===== src/rtl/core/tabp_pkg.sv =====
package tabp_pkg;

  localparam int unsigned NumSlots = 5;
  localparam int unsigned SlotW    = $clog2(NumSlots);

  localparam logic [4:0] TERRAIN_OFFSET = 5'd4;

  // combination codes
  localparam logic [5:0] CODE_MULTI_FLOOR   = 6'h29;
  localparam logic [5:0] CODE_SPLIT_H       = 6'h2A;
  localparam logic [5:0] CODE_SPLIT_V       = 6'h2B;
  localparam logic [5:0] CODE_SPLIT_H_LOW   = 6'h2C;
  localparam logic [5:0] CODE_SPLIT_V_RIGHT = 6'h2D;
  localparam logic [5:0] CODE_QUAD          = 6'h2E;
  localparam logic [5:0] CODE_ISLAND        = 6'h31;

  typedef struct packed {
    logic [3:0] terrain;
    logic [5:0] combination;
    logic [9:0] dest_x;
    logic [9:0] dest_y;
  } req_t;

  typedef struct packed {
    logic [7:0]  src_x;
    logic [7:0]  src_y;
    logic [10:0] out_x;
    logic [10:0] out_y;
    logic [4:0]  width;
    logic [4:0]  height;
    logic        last;
  } cmd_t;

  // one piece: offsets into the terrain block, half-tile destination shifts, size
  typedef struct packed {
    logic       en;
    logic [5:0] sx;
    logic [5:0] sy;
    logic       ox8;
    logic       oy8;
    logic       wide;
    logic       tall;
  } piece_t;

  typedef piece_t [NumSlots-1:0] plan_t;

  function automatic piece_t mk(input logic [5:0] sx, input logic [5:0] sy,
                                input logic ox8, input logic oy8,
                                input logic wide, input logic tall);
    piece_t p;
    p.en   = 1'b1;
    p.sx   = sx;
    p.sy   = sy;
    p.ox8  = ox8;
    p.oy8  = oy8;
    p.wide = wide;
    p.tall = tall;
    return p;
  endfunction

  function automatic plan_t plan_of(input logic [5:0] c);
    plan_t p;
    logic  b0;
    logic  b1;
    p  = '0;
    b0 = c[0];
    b1 = c[1];
    p[0] = mk(6'd16, 6'd32, 1'b0, 1'b0, 1'b1, 1'b1);
    if (c[5]) begin
      if (c > CODE_MULTI_FLOOR) begin
        case (c)
          CODE_SPLIT_H: begin
            p[1] = mk(6'd0,  6'd16, 1'b0, 1'b0, 1'b0, 1'b1);
            p[2] = mk(6'd40, 6'd16, 1'b1, 1'b0, 1'b0, 1'b1);
          end
          CODE_SPLIT_V: begin
            p[1] = mk(6'd0, 6'd16, 1'b0, 1'b0, 1'b1, 1'b0);
            p[2] = mk(6'd0, 6'd56, 1'b0, 1'b1, 1'b1, 1'b0);
          end
          CODE_SPLIT_H_LOW: begin
            p[1] = mk(6'd0,  6'd48, 1'b0, 1'b0, 1'b0, 1'b1);
            p[2] = mk(6'd40, 6'd48, 1'b1, 1'b0, 1'b0, 1'b1);
          end
          CODE_SPLIT_V_RIGHT: begin
            p[1] = mk(6'd32, 6'd16, 1'b0, 1'b0, 1'b1, 1'b0);
            p[2] = mk(6'd32, 6'd56, 1'b0, 1'b1, 1'b1, 1'b0);
          end
          CODE_QUAD: begin
            p[1] = mk(6'd0,  6'd16, 1'b0, 1'b0, 1'b0, 1'b0);
            p[2] = mk(6'd40, 6'd16, 1'b1, 1'b0, 1'b0, 1'b0);
            p[3] = mk(6'd0,  6'd56, 1'b0, 1'b1, 1'b0, 1'b0);
            p[4] = mk(6'd40, 6'd56, 1'b1, 1'b1, 1'b0, 1'b0);
          end
          CODE_ISLAND: begin
            p[1] = mk(6'd0, 6'd0, 1'b0, 1'b0, 1'b1, 1'b1);
          end
          default: begin
          end
        endcase
      end else begin
        case (c[3:1])
          3'd0: begin
            if (b0) begin
              p[1] = mk(6'd16, 6'd16, 1'b0, 1'b0, 1'b1, 1'b0);
              p[2] = mk(6'd16, 6'd56, 1'b0, 1'b1, 1'b1, 1'b0);
            end else begin
              p[1] = mk(6'd0,  6'd32, 1'b0, 1'b0, 1'b0, 1'b1);
              p[2] = mk(6'd40, 6'd32, 1'b1, 1'b0, 1'b0, 1'b1);
            end
          end
          3'd1: begin
            p[1] = mk(6'd0,  6'd16, 1'b0, 1'b0, 1'b1, 1'b1);
            p[2] = mk(6'd40, 6'd8,  1'b1, 1'b1, 1'b0, 1'b0);
            p[2].en = b0;
          end
          3'd2: begin
            p[1] = mk(6'd32, 6'd16, 1'b0, 1'b0, 1'b1, 1'b1);
            p[2] = mk(6'd32, 6'd8,  1'b0, 1'b1, 1'b0, 1'b0);
            p[2].en = b0;
          end
          3'd3: begin
            p[1] = mk(6'd32, 6'd48, 1'b0, 1'b0, 1'b1, 1'b1);
            p[2] = mk(6'd32, 6'd0,  1'b0, 1'b0, 1'b0, 1'b0);
            p[2].en = b0;
          end
          3'd4: begin
            p[1] = mk(6'd0,  6'd48, 1'b0, 1'b0, 1'b1, 1'b1);
            p[2] = mk(6'd40, 6'd0,  1'b1, 1'b0, 1'b0, 1'b0);
            p[2].en = b0;
          end
          default: begin
          end
        endcase
      end
    end else if (c[4]) begin
      case (c[3:2])
        2'd0: begin
          p[1] = mk(6'd0,  6'd32, 1'b0, 1'b0, 1'b1, 1'b1);
          p[2] = mk(6'd40, 6'd0,  1'b1, 1'b0, 1'b0, 1'b0);
          p[3] = mk(6'd40, 6'd8,  1'b1, 1'b1, 1'b0, 1'b0);
        end
        2'd1: begin
          p[1] = mk(6'd16, 6'd16, 1'b0, 1'b0, 1'b1, 1'b1);
          p[2] = mk(6'd40, 6'd8,  1'b1, 1'b1, 1'b0, 1'b0);
          p[3] = mk(6'd32, 6'd8,  1'b0, 1'b1, 1'b0, 1'b0);
        end
        2'd2: begin
          p[1] = mk(6'd32, 6'd32, 1'b0, 1'b0, 1'b1, 1'b1);
          p[2] = mk(6'd32, 6'd8,  1'b0, 1'b1, 1'b0, 1'b0);
          p[3] = mk(6'd32, 6'd0,  1'b0, 1'b0, 1'b0, 1'b0);
        end
        default: begin
          p[1] = mk(6'd16, 6'd48, 1'b0, 1'b0, 1'b1, 1'b1);
          p[2] = mk(6'd32, 6'd0,  1'b0, 1'b0, 1'b0, 1'b0);
          p[3] = mk(6'd40, 6'd0,  1'b1, 1'b0, 1'b0, 1'b0);
        end
      endcase
      p[2].en = b0;
      p[3].en = b1;
    end else begin
      p[1] = mk(6'd32, 6'd0, 1'b0, 1'b0, 1'b0, 1'b0);
      p[2] = mk(6'd40, 6'd0, 1'b1, 1'b0, 1'b0, 1'b0);
      p[3] = mk(6'd40, 6'd8, 1'b1, 1'b1, 1'b0, 1'b0);
      p[4] = mk(6'd32, 6'd8, 1'b0, 1'b1, 1'b0, 1'b0);
      p[1].en = b0;
      p[2].en = b1;
      p[3].en = c[2];
      p[4].en = c[3];
    end
    return p;
  endfunction

endpackage


===== src/rtl/core/terrain_autotile_blit_planner.sv =====
// channel | valid     | stall     | payload         | moves
// request | req_valid | req_stall | req (req_t)     | one tile: terrain, code, position
// command | cmd_valid | cmd_stall | cmd (cmd_t)     | one rectangle copy, last on final
//
// One request yields one to five commands, one per cycle while cmd_stall is low,
// all passing through the single command register.
// The next request is taken in the cycle its predecessor's final command is loaded.
// Synchronous active-high reset clears the valid flags and the slot index.
// A stalled command holds in its register; the pending request waits behind it.
module terrain_autotile_blit_planner (
  input  logic             clk,
  input  logic             rst,
  input  logic             req_valid,
  output logic             req_stall,
  input  tabp_pkg::req_t   req,
  output logic             cmd_valid,
  input  logic             cmd_stall,
  output tabp_pkg::cmd_t   cmd
);
  import tabp_pkg::*;

  logic             pend_valid;
  req_t             pend;
  logic [SlotW-1:0] slot;

  plan_t            plan;
  piece_t           cur;
  logic [SlotW-1:0] slot_next;
  logic             found;
  logic             is_last;
  logic [4:0]       t;
  logic [7:0]       bx;
  logic [7:0]       by;
  cmd_t             cmd_next;
  logic             load;
  logic             req_take;

  always_comb begin
    plan      = plan_of(pend.combination);
    cur       = plan[slot];
    slot_next = slot;
    found     = 1'b0;
    for (int i = NumSlots - 1; i > 0; i--) begin
      if (plan[i].en && (SlotW'(i) > slot)) begin
        slot_next = SlotW'(i);
        found     = 1'b1;
      end
    end
    is_last = !found;
  end

  always_comb begin
    t  = {1'b0, pend.terrain} + TERRAIN_OFFSET;
    bx = 8'((t[0] ? 9'd48 : 9'd0) + 9'(t[4:3]) * 9'd96);
    by = {t[2:1], 6'd0};
    cmd_next.src_x  = bx + {2'b00, cur.sx};
    cmd_next.src_y  = by + {2'b00, cur.sy};
    cmd_next.out_x  = {1'b0, pend.dest_x} + (cur.ox8 ? 11'd8 : 11'd0);
    cmd_next.out_y  = {1'b0, pend.dest_y} + (cur.oy8 ? 11'd8 : 11'd0);
    cmd_next.width  = cur.wide ? 5'd16 : 5'd8;
    cmd_next.height = cur.tall ? 5'd16 : 5'd8;
    cmd_next.last   = is_last;
  end

  assign load      = pend_valid && (!cmd_valid || !cmd_stall);
  assign req_stall = pend_valid && !(load && is_last);
  assign req_take  = req_valid && !req_stall;

  always_ff @(posedge clk) begin
    if (rst) begin
      pend_valid <= 1'b0;
      slot       <= '0;
    end else if (req_take) begin
      pend_valid <= 1'b1;
      slot       <= '0;
    end else if (load && is_last) begin
      pend_valid <= 1'b0;
    end else if (load) begin
      slot <= slot_next;
    end
  end

  always_ff @(posedge clk) begin
    if (req_take) begin
      pend <= req;
    end
  end

  always_ff @(posedge clk) begin
    if (rst) begin
      cmd_valid <= 1'b0;
    end else if (load) begin
      cmd_valid <= 1'b1;
    end else if (!cmd_stall) begin
      cmd_valid <= 1'b0;
    end
  end

  always_ff @(posedge clk) begin
    if (load) begin
      cmd <= cmd_next;
    end
  end

  a_take_starts: assert property (@(posedge clk) disable iff (rst)
    req_take |=> pend_valid && (slot == '0))
    else $error("request taken but not pending at slot zero");

  a_more_follows: assert property (@(posedge clk) disable iff (rst)
    cmd_valid && !cmd_stall && !cmd.last |=> cmd_valid)
    else $error("command stream broke before last");

  a_slot_range: assert property (@(posedge clk) disable iff (rst)
    pend_valid |-> (slot < SlotW'(NumSlots)))
    else $error("slot index beyond plan");

  a_idle_open: assert property (@(posedge clk) disable iff (rst)
    !pend_valid |-> !req_stall)
    else $error("stall raised with nothing pending");

endmodule

===== config.mk =====
export PLATFORM = sky130hd
export DESIGN_NAME = terrain_autotile_blit_planner
export DESIGN_NICKNAME = d
export VERILOG_FILES = /design/src/rtl/core/tabp_pkg.sv /design/src/rtl/core/terrain_autotile_blit_planner.sv
export SDC_FILE = /design/constraint.sdc
export NUM_CORES = 1
export LEC_CHECK = 0
export ABC_AREA = 1
export BUFFER_PORTS_ARGS = -buffer_cell sky130_fd_sc_hd__buf_2
export CAP_MARGIN = 20
export CORE_MARGIN = 2
export CORE_UTILIZATION = 50
export CTS_BUF_LIST = sky130_fd_sc_hd__clkbuf_4
export DETAILED_ROUTE_END_ITERATION = 16
export GPL_TIMING_DRIVEN = 1
export PLACE_DENSITY = 0.74
export SLEW_MARGIN = 20
export SYNTH_ARGS = -nofsm -noshare
export SYNTH_HDL_FRONTEND = slang
export SYNTH_SLANG_ARGS = --single-unit

===== constraint.sdc =====
create_clock -name clk -period 3.7 [get_ports clk]
set_clock_uncertainty 0.05 [all_clocks]
set_input_delay 1.11 -clock clk [delete_from_list [all_inputs] [get_ports clk]]
set_output_delay 1.11 -clock clk [all_outputs]
set_load 0.005 [all_outputs]

==> impl_metrics.yaml <==
synth:
  syn_avg_cell_area_um2: 10.7
  synth_top_cell_by_area: "edfxtp_1"
  synth_flop_cell: "edfxtp_1"
  yosysTopAreaCellShare_pct: 57.1
  syn_area_um2: 3530
  yosysUniqueCellTypes: 35
  ys_seq_area_share_pct: 59.9
  yosys_warnings: 0
  synth-async-reset-ratio_pct: 0
  synth_common_cells: "edfxtp_1 (67), nand2_1 (50), inv_1 (41)"
  synthTopCellsByArea: "edfxtp_1 (57%), nand2_1 (5.3%), ha_1 (5.0%)"
  syn_inst: 331
  synth_edf_count: 67
  ys_seq_elements: 72
  yosysMostFrequentCell: "edfxtp_1"
layout:
  antennaDiodeCount: 0
  nFillCells: 544
  drive_gt1_share_pct: 26.5
  final_nets: 464
  syn_to_final_growth_pct: 18.9
clocking:
  cts_hold_buf: 0
  root_buffer: "clkbuf_4"
  cts_tree: "yes"
  path_clk_slew_ps: 100
  clock_latency_ps: 400
  h-tree-depth: 3
  clock-sinks: 72
  cts_buffer_depth: 2
  cts_buffers: 9
setup_path:
  end_kind: "output port"
  crit_fanout: 10
  critPathRequiredTime_ps: 2540
  cp_data_arrival_time_ps: 2330
  worst_setup_path_start_kind: "register"
  critPathKind: "register to output port"
die:
  die_w_um: 88.0
  rows: 30
  ios: 85
  die-area_um2: 7740
  coreArea_um2: 6790
  initial_core_util_pct: 51.9
  die_h_um: 88.0
sta:
  finalCriticalPeriod_ps: 3490
  fmax_mhz: 286
  post-route-period-util_pct: 94.4
  setup_violations: 0
  rsz0062_at_grt: "no"
  hold_violations: 0
  maxSlewViolCount: 0
  tns_ps: 0
drt:
  vias_per_cell: 4.89
  drt-pass1-iter-count: 5
  ant_nets: 0
  wl_um: 6600
  wl_per_cell_um: 12.8
  via_count: 2519
  drt_iter0_drc: 192
  drc_errors: 0
global_routing:
  antenna_found_initial: 0
  grt_pass1_vias: 2337
  globalRoute.totalOverflow: 0
  grt_pass1_wl_um: 10500
  grt_max_degree: 41
  grt_util_all_layers_pct: 17.9
place:
  place_congestion: 0.925
  place_hpwl_um: 4990
  port_buffers: 72
power:
  irDropWorstVdd_mv: 0.203
  power_density_nw_per_um2: 445
  p_leak_nw: 1.85
  fin_total_pwr_w: 0.00186
run:
  maxCapViolCount: 0
status:
  status: "finished clean"
min_path:
  hold_class: "register to register"
[flip-flops by register name (all words and copies together), names as in the netlist]
| name | flops |
|---|---|
| pend | 30 |
| pend_valid | 1 |
| cmd | 37 |
| cmd_valid | 1 |
| slot | 3 |
[stage by stage]
step | cell area [um^2] | setup WS, ps | cells | utilization, % | hold slack [ps]
after detailed placement | 4000 | 252 | 499 | 58.8 | 355
final | 4190 | 209 | 515 | 61.7 | 376
after global routing | 4190 | 35.5 | 515 | 61.7 | 391
after CTS | 4180 | 49.5 | 515 | 61.5 | 380
after global placement | 4000 | 334 | 499 | 58.8 | 351
after floorplan | 3570 | 73.5 | 342 | - | 350
[kinds of logic after synthesis]
logic type	after synthesis	share of synthesized area, %
other	1	0.106
buffers and inverters	61	8.13
XOR/XNOR	11	2.73
AO/OA/AOI/OAI	45	7.17
AND/OR/NAND/NOR	125	15.9
adder cells (fa/ha/maj)	16	6.10
flip-flops	72	59.9
[worst paths after layout]
path | to | from | depth (start not counted) | slack (ps)
min reg2reg | cmd[11] | pend[0] | 0 | 380
max reg2reg | cmd[48] | pend[22] | 16 | 280
min | cmd[11] | pend[0] | 0 | 380
max | req_stall | pend[22] | 13 | 210
[critical path, cell delays in order (launching register included)]
cell,delay [ps]
edfxtp_1,410
buf_4,170
ha_2,200
o21a_1,180
nand2_2,90
nand2_1,70
buf_4,170
nand2_2,90
nand3_2,80
nand2_2,100
nand4_1,100
nand2_1,100
inv_1,50
buf_2,120
[per-layer routing]
| metal | wire [um] | track usage (%) |
|---|---|---|
| met1 | 2820 | 21.9 |
| met2 | 3250 | 29.6 |
| met3 | 402 | 5.18 |
| met4 | 123 | 7.41 |
| met5 | 0 | 0 |
[area by class of cell]
class / instances / area, um^2 / share of cell area [%]
Clock buffer: 10 / 75.1 / 1.79
Tap cell: 96 / 120 / 2.86
Timing Repair Buffer: 78 / 418 / 9.97
Inverter: 44 / 165 / 3.94
Sequential cell: 72 / 2110 / 50.4
Multi-Input combinational cell: 209 / 1190 / 28.5
Clock inverter: 6 / 108 / 2.57
[placed cells by master, fill, tap and decap left out, types with 2 or more instances in the layout]
cell type  instances
clkbuf_4          10
ha_2               2
xor2_1            10
ha_1              12
nand3_2            2
o21ai_0           17
dfxtp_1            5
buf_4              5
inv_1             39
bufinv_16          3
buf_2             72
o211ai_1           3
edfxtp_1          67
fa_1               2
a31oi_1            2
nand2_2            6
nand4_1            6
nand2_1           48
conb_1            12
nand3_1           15
inv_2              5
nor3_1             3
o31ai_1            2
a21oi_1           14
o21ai_1            2
nor2_1            40
[power by group]
part | internal, W | leakage, nW | switching [W] | total (W)
Sequential | 0.000967 | 0.674 | 0.0000288 | 0.000996
Combinational | 0.000101 | 1.08 | 0.000166 | 0.000267
Clock | 0.000348 | 0.0980 | 0.000253 | 0.000601
[repair_timing]
action	CTS	global route
setup endpoints to repair	0	2
hold endpoints to repair	0	0
gates resized for setup	0	7
buffers inserted	0	0
Power figures use the tool's default switching activity.
